`src/sv/clt_pkg.sv`:
```
`default_nettype none

package clt_pkg;

   // Default width of the argument counter
   localparam int COUNT_BITS_DEF = 8;

   // Results that one input beat can cause at most
   localparam int MAX_RESULTS = 4;
   localparam int SLOT_BITS   = $clog2(MAX_RESULTS);
   localparam int NUM_BITS    = $clog2(MAX_RESULTS + 1);

   // Result kinds
   localparam logic [1:0] KIND_BYTE    = 2'd0;
   localparam logic [1:0] KIND_ARG_END = 2'd1;
   localparam logic [1:0] KIND_DONE    = 2'd2;

   // Characters with a meaning of their own
   localparam logic [7:0] CH_NUL    = 8'h00;
   localparam logic [7:0] CH_ESCAPE = 8'h2A;
   localparam logic [7:0] CH_QUOTE  = 8'h22;
   localparam logic [7:0] CH_ESC    = 8'h1B;
   localparam logic [7:0] CH_NL     = 8'h0A;
   localparam logic [7:0] CH_TAB    = 8'h09;
   localparam logic [7:0] CH_VT     = 8'h0B;
   localparam logic [7:0] CH_FF     = 8'h0C;
   localparam logic [7:0] CH_CR     = 8'h0D;
   localparam logic [7:0] CH_SPACE  = 8'h20;
   localparam logic [7:0] CH_E_LO   = 8'h65;
   localparam logic [7:0] CH_E_UP   = 8'h45;
   localparam logic [7:0] CH_N_LO   = 8'h6E;
   localparam logic [7:0] CH_N_UP   = 8'h4E;

   // Scanner state
   typedef enum logic [4:0] {
      MODE_BETWEEN = 5'b00001,
      MODE_PLAIN   = 5'b00010,
      MODE_QUOTED  = 5'b00100,
      MODE_ESCAPE  = 5'b01000,
      MODE_HELD    = 5'b10000
   } mode_type;

   typedef struct packed {
      logic [7:0] in_byte;
      logic       end_of_string;
   } req_type;

   typedef struct packed {
      logic [1:0] kind;
      logic [7:0] out_byte;
      logic [7:0] arg_number;
      logic       last;
   } rsp_type;

   // One decoded result before it is sent
   typedef struct packed {
      logic [1:0] kind;
      logic [7:0] out_byte;
   } slot_type;

   // All results of one input beat
   typedef struct packed {
      slot_type [MAX_RESULTS-1:0] slots;
      logic [NUM_BITS-1:0]        num;
      logic [7:0]                 arg_number;
   } dec_type;

   function automatic logic is_blank(input logic [7:0] c);
      return (c == CH_SPACE) || (c == CH_NL) || (c == CH_TAB) ||
             (c == CH_VT) || (c == CH_FF) || (c == CH_CR);
   endfunction

endpackage

`default_nettype wire

```
`src/sv/clt_decode.sv`:
```
`default_nettype none

module clt_decode #(
   parameter int COUNT_BITS = clt_pkg::COUNT_BITS_DEF
) (
   input  wire clt_pkg::req_type  req_in,
   input  wire clt_pkg::mode_type mode,
   input  wire [COUNT_BITS-1:0]   count,
   input  wire                    closed,
   output clt_pkg::mode_type      mode_in,
   output logic [COUNT_BITS-1:0]  count_in,
   output logic                   closed_in,
   output clt_pkg::dec_type       dec
);

   localparam int EXT_BITS = COUNT_BITS + 8;

   // Work out every result of one beat and the next scanner state
   always_comb begin
      logic [clt_pkg::NUM_BITS-1:0] n;
      logic [7:0]                   c;
      logic                         fin;
      logic [EXT_BITS-1:0]          count_ext;
      n         = '0;
      c         = req_in.in_byte;
      fin       = 1'b0;
      mode_in   = mode;
      count_in  = count;
      closed_in = closed;
      dec.slots = '0;
      if (!closed) begin
         if (c == clt_pkg::CH_NUL) begin
            fin = 1'b1;
         end else begin
            fin = req_in.end_of_string;
            case (mode)
               clt_pkg::MODE_PLAIN: begin
                  if (clt_pkg::is_blank(c)) begin
                     dec.slots[n[clt_pkg::SLOT_BITS-1:0]] = {clt_pkg::KIND_ARG_END, 8'h00};
                     n = n + 1'b1;
                     mode_in = clt_pkg::MODE_BETWEEN;
                  end else begin
                     dec.slots[n[clt_pkg::SLOT_BITS-1:0]] = {clt_pkg::KIND_BYTE, c};
                     n = n + 1'b1;
                  end
               end
               clt_pkg::MODE_QUOTED: begin
                  if (c == clt_pkg::CH_ESCAPE) begin
                     mode_in = clt_pkg::MODE_ESCAPE;
                  end else if (c == clt_pkg::CH_QUOTE) begin
                     mode_in = clt_pkg::MODE_HELD;
                  end else begin
                     dec.slots[n[clt_pkg::SLOT_BITS-1:0]] = {clt_pkg::KIND_BYTE, c};
                     n = n + 1'b1;
                  end
               end
               clt_pkg::MODE_ESCAPE: begin
                  if (c == clt_pkg::CH_E_LO || c == clt_pkg::CH_E_UP) begin
                     dec.slots[n[clt_pkg::SLOT_BITS-1:0]] =
                        {clt_pkg::KIND_BYTE, clt_pkg::CH_ESC};
                  end else if (c == clt_pkg::CH_N_LO || c == clt_pkg::CH_N_UP) begin
                     dec.slots[n[clt_pkg::SLOT_BITS-1:0]] =
                        {clt_pkg::KIND_BYTE, clt_pkg::CH_NL};
                  end else begin
                     dec.slots[n[clt_pkg::SLOT_BITS-1:0]] = {clt_pkg::KIND_BYTE, c};
                  end
                  n = n + 1'b1;
                  mode_in = clt_pkg::MODE_QUOTED;
               end
               clt_pkg::MODE_HELD: begin
                  if (clt_pkg::is_blank(c)) begin
                     dec.slots[n[clt_pkg::SLOT_BITS-1:0]] = {clt_pkg::KIND_ARG_END, 8'h00};
                     n = n + 1'b1;
                     mode_in = clt_pkg::MODE_BETWEEN;
                  end else begin
                     // Release the held quote as a literal, then treat c as quoted
                     dec.slots[n[clt_pkg::SLOT_BITS-1:0]] =
                        {clt_pkg::KIND_BYTE, clt_pkg::CH_QUOTE};
                     n = n + 1'b1;
                     mode_in = clt_pkg::MODE_QUOTED;
                     if (c == clt_pkg::CH_ESCAPE) begin
                        mode_in = clt_pkg::MODE_ESCAPE;
                     end else if (c == clt_pkg::CH_QUOTE) begin
                        mode_in = clt_pkg::MODE_HELD;
                     end else begin
                        dec.slots[n[clt_pkg::SLOT_BITS-1:0]] = {clt_pkg::KIND_BYTE, c};
                        n = n + 1'b1;
                     end
                  end
               end
               default: begin
                  // Between arguments: a non-blank byte opens a new argument
                  if (!clt_pkg::is_blank(c)) begin
                     if (count != {COUNT_BITS{1'b1}}) begin
                        count_in = count + 1'b1;
                     end
                     if (c == clt_pkg::CH_QUOTE) begin
                        mode_in = clt_pkg::MODE_QUOTED;
                     end else begin
                        mode_in = clt_pkg::MODE_PLAIN;
                        dec.slots[n[clt_pkg::SLOT_BITS-1:0]] = {clt_pkg::KIND_BYTE, c};
                        n = n + 1'b1;
                     end
                  end else begin
                     mode_in = clt_pkg::MODE_BETWEEN;
                  end
               end
            endcase
         end
         // Close the string: end an open argument, then report the count
         if (fin) begin
            if (mode_in != clt_pkg::MODE_BETWEEN) begin
               dec.slots[n[clt_pkg::SLOT_BITS-1:0]] = {clt_pkg::KIND_ARG_END, 8'h00};
               n = n + 1'b1;
            end
            dec.slots[n[clt_pkg::SLOT_BITS-1:0]] = {clt_pkg::KIND_DONE, 8'h00};
            n = n + 1'b1;
            mode_in   = clt_pkg::MODE_BETWEEN;
            closed_in = 1'b1;
         end
      end
      dec.num = n;
      // Saturate the reported argument number at eight bits
      count_ext      = {8'h00, count_in};
      dec.arg_number = (count_ext > EXT_BITS'(255)) ? 8'hFF : count_ext[7:0];
   end

endmodule

`default_nettype wire

```
`src/sv/clt_buffer.sv`:
```
`default_nettype none

module clt_buffer (
   input  wire                    clock,
   input  wire                    reset,
   input  wire                    load,
   input  wire clt_pkg::dec_type  dec,
   output logic                   free,
   output logic                   rsp_valid,
   input  wire                    rsp_ready,
   output clt_pkg::rsp_type       rsp_data
);

   clt_pkg::slot_type [clt_pkg::MAX_RESULTS-1:0] slots_ff;
   logic [7:0]                                   arg_ff;
   logic [clt_pkg::NUM_BITS-1:0]                 remain_ff;
   logic [clt_pkg::NUM_BITS-1:0]                 remain_in;
   logic [clt_pkg::SLOT_BITS-1:0]                idx_ff;
   logic [clt_pkg::SLOT_BITS-1:0]                idx_in;
   logic                                         sent;

   assign rsp_valid = (remain_ff != '0);
   assign sent      = rsp_valid && rsp_ready;
   // Free when empty or when the final beat leaves this cycle
   assign free      = !rsp_valid || (sent && (remain_ff == clt_pkg::NUM_BITS'(1)));

   // Present the current slot
   assign rsp_data.kind       = slots_ff[idx_ff].kind;
   assign rsp_data.out_byte   = slots_ff[idx_ff].out_byte;
   assign rsp_data.arg_number = arg_ff;
   assign rsp_data.last       = (remain_ff == clt_pkg::NUM_BITS'(1));

   // Load a fresh group or advance through the current one
   always_comb begin
      remain_in = remain_ff;
      idx_in    = idx_ff;
      if (load) begin
         remain_in = dec.num;
         idx_in    = '0;
      end else if (sent) begin
         remain_in = remain_ff - 1'b1;
         idx_in    = idx_ff + 1'b1;
      end
   end

   always_ff @(posedge clock) begin
      if (reset) begin
         remain_ff <= '0;
         idx_ff    <= '0;
      end else begin
         remain_ff <= remain_in;
         idx_ff    <= idx_in;
      end
   end

   // Hold the payload of the group
   always_ff @(posedge clock) begin
      if (load) begin
         slots_ff <= dec.slots;
         arg_ff   <= dec.arg_number;
      end
   end

   a_remain_range: assert property (@(posedge clock) disable iff (reset)
      remain_ff <= clt_pkg::NUM_BITS'(clt_pkg::MAX_RESULTS))
      else $error("result count out of range");

   a_advance: assert property (@(posedge clock) disable iff (reset)
      (sent && !load) |=> (remain_ff == $past(remain_ff) - 1'b1))
      else $error("sent beat did not advance the group");

   a_no_overwrite: assert property (@(posedge clock) disable iff (reset)
      load |-> free)
      else $error("group loaded over pending results");

endmodule

`default_nettype wire

```
`src/sv/command_line_tokenizer.sv`:
```
// Command-line tokenizer: splits a string, one byte per req beat, into
// arguments on the rsp channel.
//  - req_data carries one character and an end_of_string flag; a zero
//    character also ends the string.
//  - Each req beat gives zero to four rsp beats: argument bytes (quotes and
//    '*' escapes resolved), argument-end marks, and after the end of the
//    string one beat with the argument count (program slot counts as one).
//    rsp_data.last marks the final beat caused by a req beat.
//  - A req beat is registered, decoded from the input register and its
//    results are loaded into a result buffer once that is free; rsp_valid
//    is raised by the result buffer while it holds results.
//  - Throughput is one rsp beat per cycle while rsp_ready is high, set by the
//    result buffer, which sends one slot per cycle; beats that give one or no
//    result stream at one req beat per cycle, a beat with more results holds the input until its last result is sent.
//  - If rsp_ready is low, the result buffer holds its beat, the input
//    register fills and req_ready drops; nothing is lost.
//  - Reset clears the scanner (between arguments, count one) and empties
//    both stages. After the string ends, further bytes are taken and dropped
//    until the next reset.
`default_nettype none

module command_line_tokenizer #(
   parameter int COUNT_BITS = clt_pkg::COUNT_BITS_DEF
) (
   input  wire                   clock,
   input  wire                   reset,
   input  wire                   req_valid,
   output logic                  req_ready,
   input  wire clt_pkg::req_type req_data,
   output logic                  rsp_valid,
   input  wire                   rsp_ready,
   output clt_pkg::rsp_type      rsp_data
);

   logic                  req_valid_ff;
   clt_pkg::req_type      req_data_ff;
   clt_pkg::mode_type     mode_ff;
   clt_pkg::mode_type     mode_in;
   logic [COUNT_BITS-1:0] count_ff;
   logic [COUNT_BITS-1:0] count_in;
   logic                  closed_ff;
   logic                  closed_in;
   clt_pkg::dec_type      dec;
   logic                  buf_free;
   logic                  move;

   // Hand the registered beat on when the result buffer frees up
   assign move      = req_valid_ff && buf_free;
   assign req_ready = !req_valid_ff || move;

   always_ff @(posedge clock) begin
      if (reset) begin
         req_valid_ff <= 1'b0;
      end else if (req_ready) begin
         req_valid_ff <= req_valid;
      end
   end

   always_ff @(posedge clock) begin
      if (req_ready && req_valid) begin
         req_data_ff <= req_data;
      end
   end

   // Scanner state advances once per decoded beat
   always_ff @(posedge clock) begin
      if (reset) begin
         mode_ff   <= clt_pkg::MODE_BETWEEN;
         count_ff  <= COUNT_BITS'(1);
         closed_ff <= 1'b0;
      end else if (move) begin
         mode_ff   <= mode_in;
         count_ff  <= count_in;
         closed_ff <= closed_in;
      end
   end

   clt_decode #(
      .COUNT_BITS (COUNT_BITS)
   ) u_decode (
      .req_in    (req_data_ff),
      .mode      (mode_ff),
      .count     (count_ff),
      .closed    (closed_ff),
      .mode_in   (mode_in),
      .count_in  (count_in),
      .closed_in (closed_in),
      .dec       (dec)
   );

   clt_buffer u_buffer (
      .clock     (clock),
      .reset     (reset),
      .load      (move),
      .dec       (dec),
      .free      (buf_free),
      .rsp_valid (rsp_valid),
      .rsp_ready (rsp_ready),
      .rsp_data  (rsp_data)
   );

   a_closed_sticks: assert property (@(posedge clock) disable iff (reset)
      closed_ff |=> closed_ff)
      else $error("closed string reopened without reset");

   a_closed_silent: assert property (@(posedge clock) disable iff (reset)
      (move && closed_ff) |-> (dec.num == '0))
      else $error("results produced after the string ended");

   a_finish_mode: assert property (@(posedge clock) disable iff (reset)
      (move && closed_in && !closed_ff) |=> (mode_ff == clt_pkg::MODE_BETWEEN))
      else $error("scanner not back between arguments after the end");

endmodule

`default_nettype wire
```
`config.mk`:
```
export PLATFORM = sky130hd
export DESIGN_NAME = command_line_tokenizer
export DESIGN_NICKNAME = d
export VERILOG_FILES = /design/src/sv/clt_pkg.sv /design/src/sv/clt_decode.sv /design/src/sv/clt_buffer.sv /design/src/sv/command_line_tokenizer.sv
export SDC_FILE = /design/constraint.sdc
export NUM_CORES = 1
export LEC_CHECK = 0
export BUFFER_PORTS_ARGS = -buffer_cell sky130_fd_sc_hd__buf_4
export CORE_MARGIN = 2
export CORE_UTILIZATION = 34
export CTS_BUF_LIST = sky130_fd_sc_hd__clkbuf_8
export DETAILED_ROUTE_END_ITERATION = 7
export GPL_TIMING_DRIVEN = 0
export PLACE_DENSITY = 0.54
export SETUP_SLACK_MARGIN = 0.4
export SLEW_MARGIN = 20
export SYNTH_ARGS = -nofsm -noshare
export SYNTH_HDL_FRONTEND = slang
export SYNTH_SLANG_ARGS = --single-unit
```
`constraint.sdc`:
```
create_clock -name clock -period 4.2 [get_ports clock]
set_input_delay 0.84 -clock clock [delete_from_list [all_inputs] [get_ports clock]]
set_output_delay 0.84 -clock clock [all_outputs]
set_load 0.01 [all_outputs]
```
==> Word level (Yosys, flattened, before mapping) <==
Cells that the tools add are included.
{ "word_totals": {"latchBits": 0, "reg_bits": 77, "rom_bits": 0, "ram_bits": 0, "input_bits": 13, "n_memories": 0} }
{ "op_classes": {"muxes": 59, "multipliers": 0, "eq_ne": 19, "shift": 0, "bitwise": 8, "div": 0, "reduce_logical": 25, "n_addsub": 5, "n_lt_le_gt_ge": 5} }
{ "op_table": {"columns": ["cell", "count"], "rows": [
  ["$mux 40", 3],
  ["$not 36->36", 2],
  ["$mux 10", 7],
  ["$mux 8", 8],
  ["$mux 20", 3],
  ["$mux 5", 9],
  ["$demux 10 s2", 2],
  ["$eq 8x4->1 const B", 5],
  ["$pmux 10 s4", 1],
  ["$mux 3", 13],
  ["$and 18x36->36", 1],
  ["$and 36x36->36", 1],
  ["$eq 8x7->1 const B", 4],
  ["$eq 8x6->1 const B", 3],
  ["$bmux 10 s2", 1],
  ["$pmux 5 s4", 1],
  ["$mux 9", 2],
  ["$logic_or 1x1->1", 9],
  ["$lt 2x3->1 const B", 3],
  ["$pmux 3 s3", 1],
  ["$add 8x1->8 const B", 1],
  ["$logic_not 8->1", 1],
  ["$ne 8x8->1 const B", 1],
  ["$add 3x1->3 const B", 2],
  ["21 further kinds", 37]
]} }

==> Depth between registers and ports, before layout <==
{ "depth": {"ltp_word": 21, "depth_mapped": 14} }

==> Cells and area by module <==
A second synthesis with hierarchy kept.
{ "hier_totals": {"hier_cells": 368, "hier_area_um2": 4245.3} }
{ "modules_own_cells": {"columns": ["mod", "n_inst", "area_each_um2", "cells_per_inst", "seq_area_each_um2"], "rows": [
  ["clt_buffer", 1, 1988.2, 98, 1541.5],
  ["clt_decode", 1, 1292.5, 193, 0.0],
  ["command_line_tokenizer", 1, 964.7, 77, 570.5]
]} }

==> Worst setup path after synthesis <==
Ideal clock, no wire load.
{ "synth_path": {"path_type": "register -> register", "from": "register req_data_ff[5] (netlist bit)", "to": "register u_buffer.remain_ff[2] (netlist bit)", "setup_time_ns": 0.071, "stages_incl_launch_ff": 12, "arrival_ns": 3.173, "path_slack_ns": 0.956, "path_buffers": 0, "synth_period_minus_slack_ns": 3.244, "cell_sequence": "edfxtp_1 -> or3_1 -> a2111oi_0 -> and2b_1 -> and2_1 -> ha_1 -> or2_1 -> nand2b_1 -> ha_1 -> o31ai_1 -> o211ai_1 -> a21oi_1"} }
{ "synth_between": {"elab_chain_len": 18} }
{ "synth_lines": {"columns": ["item", "line", "rtl"], "rows": [
  ["start, declared", "command_line_tokenizer.sv:36", "clt_pkg::req_type req_data_ff;"],
  ["start signal, assigned", "command_line_tokenizer.sv:61", "req_data_ff <= req_data;"],
  ["$eq 8x6->1 or $eq 8x4->1 (tied branches)", "clt_pkg.sv:69", "return (c == CH_SPACE) || (c == CH_NL) || (c == CH_TAB) ||"],
  ["$logic_or 1x1->1 (3 in a row)", "clt_pkg.sv:69", null],
  ["$logic_or 1x1->1 (2 in a row)", "clt_pkg.sv:70", "(c == CH_VT) || (c == CH_FF) || (c == CH_CR);"],
  ["$mux 1, or another cell as far along", "clt_decode.sv:93", "if (!clt_pkg::is_blank(c)) begin"],
  ["$pmux 3 s3 or $pmux 5 s4 (tied branches)", "clt_decode.sv:36", "case (mode)"],
  ["$mux 3 or $mux 5 (tied branches)", "clt_decode.sv:32", "if (c == clt_pkg::CH_NUL) begin"],
  ["$mux 3 or $mux 5 (tied branches)", "clt_decode.sv:31", "if (!closed) begin"],
  ["$add 3x1->3 or $ne 5x1->1 (tied branches)", "clt_decode.sv:114, clt_decode.sv:112", null],
  ["$mux 3", "clt_decode.sv:112", "if (mode_in != clt_pkg::MODE_BETWEEN) begin"],
  ["$mux 3", "clt_decode.sv:111", "if (fin) begin"],
  ["$mux 3", "clt_decode.sv:31", null],
  ["$add 3x1->3", "clt_decode.sv:117", "n = n + 1'b1;"],
  ["$mux 3 (*)", "clt_decode.sv:111", null],
  ["$mux 3 (*)", "clt_decode.sv:31", null],
  ["$mux 3 (*)", "clt_buffer.sv:37", "if (load) begin"],
  ["end signal, assigned", "clt_buffer.sv:51", "remain_ff <= remain_in;"],
  ["end, declared", "clt_buffer.sv:16", "logic [clt_pkg::NUM_BITS-1:0] remain_ff;"]
]} }
Every way passes the cells marked *; elsewhere a longest branch is shown, timed or not. The select of a mux whose other input is x is not followed.
A chain may end at the register's enable or synchronous reset.

==> Final worst setup path <==
{ "layout_path": {"from": "register req_data_ff[2] (netlist bit)", "to": "register u_buffer.remain_ff[2] (netlist bit)"} }
The elaborated chain is that of the path after synthesis.

==> flow_summary.yaml <==
timing:
  finalHoldViolations: 0
  holdWs_ns: 0.526
  setup_violations: 0
  fin_crit_sh: 0.851
  clock_skew_ns: 0.0199
  clock.fmax_ghz: 0.280
  slew_headroom: 0.458
  worst_pin_slew_ns: 0.792
  fin_tns_setup_ns: 0
  rsz0062_at_grt: "no"
  drv_slew: 0
  period_needed_ns: 3.57
flow_run:
  drv_cap: 0
finish:
  layout.nets: 431
  num_antenna_cells: 0
  syn_to_final_growth_pct: 19.1
  final_common_cell: "nor2_1"
  most-common-layout-cells: "nor2_1, edfxtp_1, nand2_1, buf_4, dfxtp_1"
  drive_gt1_frac: 0.205
floorplanning:
  top_level_ports: 34
  die_height_um: 106
  design.die.area_um2: 11300
  die_w_um: 106
  design.core.area_um2: 10200
  placementRows: 37
  initial_core_util: 0.347
clock_tree:
  postCtsHoldBufs: 0
  cts_tree: "built"
  cts_setup_buffers: 0
  insertion_delay_ns: 0.36
  post_cts_resized: 1
  cts.sinks: 61
  cts-root-buf: "clkbuf_8"
  path_clk_slew_ns: 0.07
  h-tree-depth: 3
  clk_path_buf_depth: 2
  cts_made_buffers: 9
setup_path:
  arrival_ns: 3.85
  cp-end-kind: "flip-flop"
  start_kind: "flip-flop"
  critical_path.max_fanout: 10
  path_class: "flip-flop to flip-flop"
  critPathRequiredTime_ns: 4.48
logic_synthesis:
  syn_area_um2: 3550
  synthDistinctLibCells: 65
  synth_ff_type: "edfxtp_1"
  synth_enable_flop_cells: 41
  ys_seq_elements: 61
  yosys-top-cells-area: "edfxtp_1, dfxtp_1, nor2_1"
  synthesis.nets: 386
  syn_avg_cell_area_um2: 9.76
  syn_inst: 364
  yosysSeqAreaShare: 0.459
  ys_warn_count: 0
  synth_top_area_frac: 0.347
  synth_top_area_cell: "edfxtp_1"
  synthArstFlopShare: 0
global_routing:
  grt_use_total: 0.155
  grt_pass1_wl_mm: 13.6
  overflow: 0
  grt_max_degree: 30
  antenna_found_initial: 0
  grt_pass1_vias: 2691
power:
  internal_power_mw: 1.38
  p_comb_frac: 0.363
  p_clk_frac: 0.239
  p_sw_frac: 0.347
  ir_drop_mv: 0.189
  power.net_switching_mw: 0.736
  p_per_area_nw_per_um2: 501
  p_leak_nw: 1.59
  p_seq_frac: 0.398
drt:
  drcViolationCount: 0
  ant_nets: 0
  routedWlPerCell_um: 14.9
  dr.pass1.iters: 4
  vias: 2853
  via_per_inst: 5.19
  drtIter0Drc: 163
  routed_wl_mm: 8.19
placement:
  dp_hpwl_mm: 6.07
  place.port_buffers: 33
  place.gp.congestion: 0.915
hold_path:
  hold_path_class: "flip-flop to flip-flop"
outcome:
  status: "finished clean"
==> power by group through the flow <==
| stage | Sequential, mW | Clock, mW | Combinational, mW |
|---|---|---|---|
| after global placement | 0.858 | 0 | 0.748 |
| after floorplan | 0.856 | 0 | 0.502 |
| final | 0.845 | 0.506 | 0.770 |
| after CTS | 0.845 | 0.520 | 0.773 |
| after detailed placement | 0.858 | 0 | 0.770 |
| after global routing | 0.859 | 0.548 | 0.862 |
==> worst max-delay path, cell delays in order, from the launching register on <==
cell and delay, ns:
edfxtp_1 0.42, buf_2 0.22, nor4b_4 0.33, a2111oi_4 0.09, a2111o_1 0.42, a21o_2 0.25, nand2_1 0.14, ha_1 0.35
or2_1 0.29, nand2b_1 0.16, ha_1 0.29, o31ai_1 0.23, o211ai_1 0.13, a21oi_1 0.16
==> cell type report <==
cell class / instances / area, um^2
plain buffers: 20 / 109
multi-input cells: 272 / 1830
fillers: 1031 / 6000
well taps: 136 / 170
flip-flops and latches: 61 / 1630
inverters: 11 / 41.3
clock inverters: 7 / 58.8
repair buffers: 34 / 268
clock buffers: 9 / 124
==> registers in the layout, indices dropped and copies added, names as in the netlist <==
register            cells
u_buffer.arg_ff         8
closed_ff               1
req_data_ff             9
u_buffer.idx_ff         2
u_buffer.remain_ff      3
req_valid_ff            1
count_ff                8
u_buffer.slots_ff      24
mode_ff                 5
==> through the flow <==
step / power, mW / util / std cells / setup slack, ns / cell area, um^2
after floorplan: 1.36 / - / 364 / 0.956 / 3550
after global placement: 1.61 / 0.388 / 533 / 0.288 / 3970
after detailed placement: 1.63 / 0.391 / 534 / 0.433 / 4000
after CTS: 2.14 / 0.409 / 550 / 0.475 / 4180
after global routing: 2.27 / 0.413 / 550 / 0.420 / 4230
final: 2.12 / 0.413 / 550 / 0.627 / 4230
==> metal layers <==
layer	global-route usage	wire (um)	vias to the layer above
li1	-	-	1429
met1	0.211	3980	1352
met2	0.230	3760	60
met3	0.0349	305	12
met4	0.0808	146	0
met5	0	0	-
==> cell families (layout without fill, tap and decap cells) <==
| logic type | after synthesis | after routing | synth area share |
|---|---|---|---|
| AOI/OAI and AO/OA | 71 | 71 | 0.150 |
| xor gates and xnor gates | 11 | 11 | 0.0271 |
| adders and majority gates | 9 | 9 | 0.0317 |
| buffers and inverters | 31 | 81 | 0.0419 |
| DFF | 61 | 61 | 0.459 |
| muxes | 12 | 12 | 0.0412 |
| and+or+nand+nor | 169 | 169 | 0.249 |
==> synth_stat cells, drive strengths merged (2+ instances only) <==
| cell type | count |
|---|---|
| a2111o | 2 |
| a2111oi | 4 |
| a211oi | 3 |
| a21o | 3 |
| a21oi | 20 |
| a22o | 2 |
| a22oi | 2 |
| a311oi | 3 |
| a31oi | 4 |
| and2 | 4 |
| and3 | 11 |
| buf | 12 |
| clkbuf | 8 |
| dfxtp | 20 |
| edfxtp | 41 |
| ha | 9 |
| inv | 11 |
| mux2i | 9 |
| mux4 | 2 |
| nand2 | 35 |
| nand2b | 9 |
| nand3 | 10 |
| nand3b | 4 |
| nor2 | 47 |
| nor2b | 6 |
| nor3 | 14 |
| nor3b | 3 |
| nor4 | 4 |
| nor4b | 2 |
| o211a | 2 |
| o211ai | 3 |
| o21ai | 15 |
| o31ai | 3 |
| or2 | 3 |
| or3 | 10 |
| or4b | 2 |
| xnor2 | 7 |
| xor2 | 4 |
==> worst paths after layout <==
kind	slack, ns	cells after the start	endpoint	from
max reg2reg	0.63	13	u_buffer.remain_ff[2]	req_data_ff[2]
min	0.53	2	count_ff[5]	count_ff[5]
max	0.63	13	u_buffer.remain_ff[2]	req_data_ff[2]
min reg2reg	0.53	2	count_ff[5]	count_ff[5]
Power figures use the tool's default switching activity.
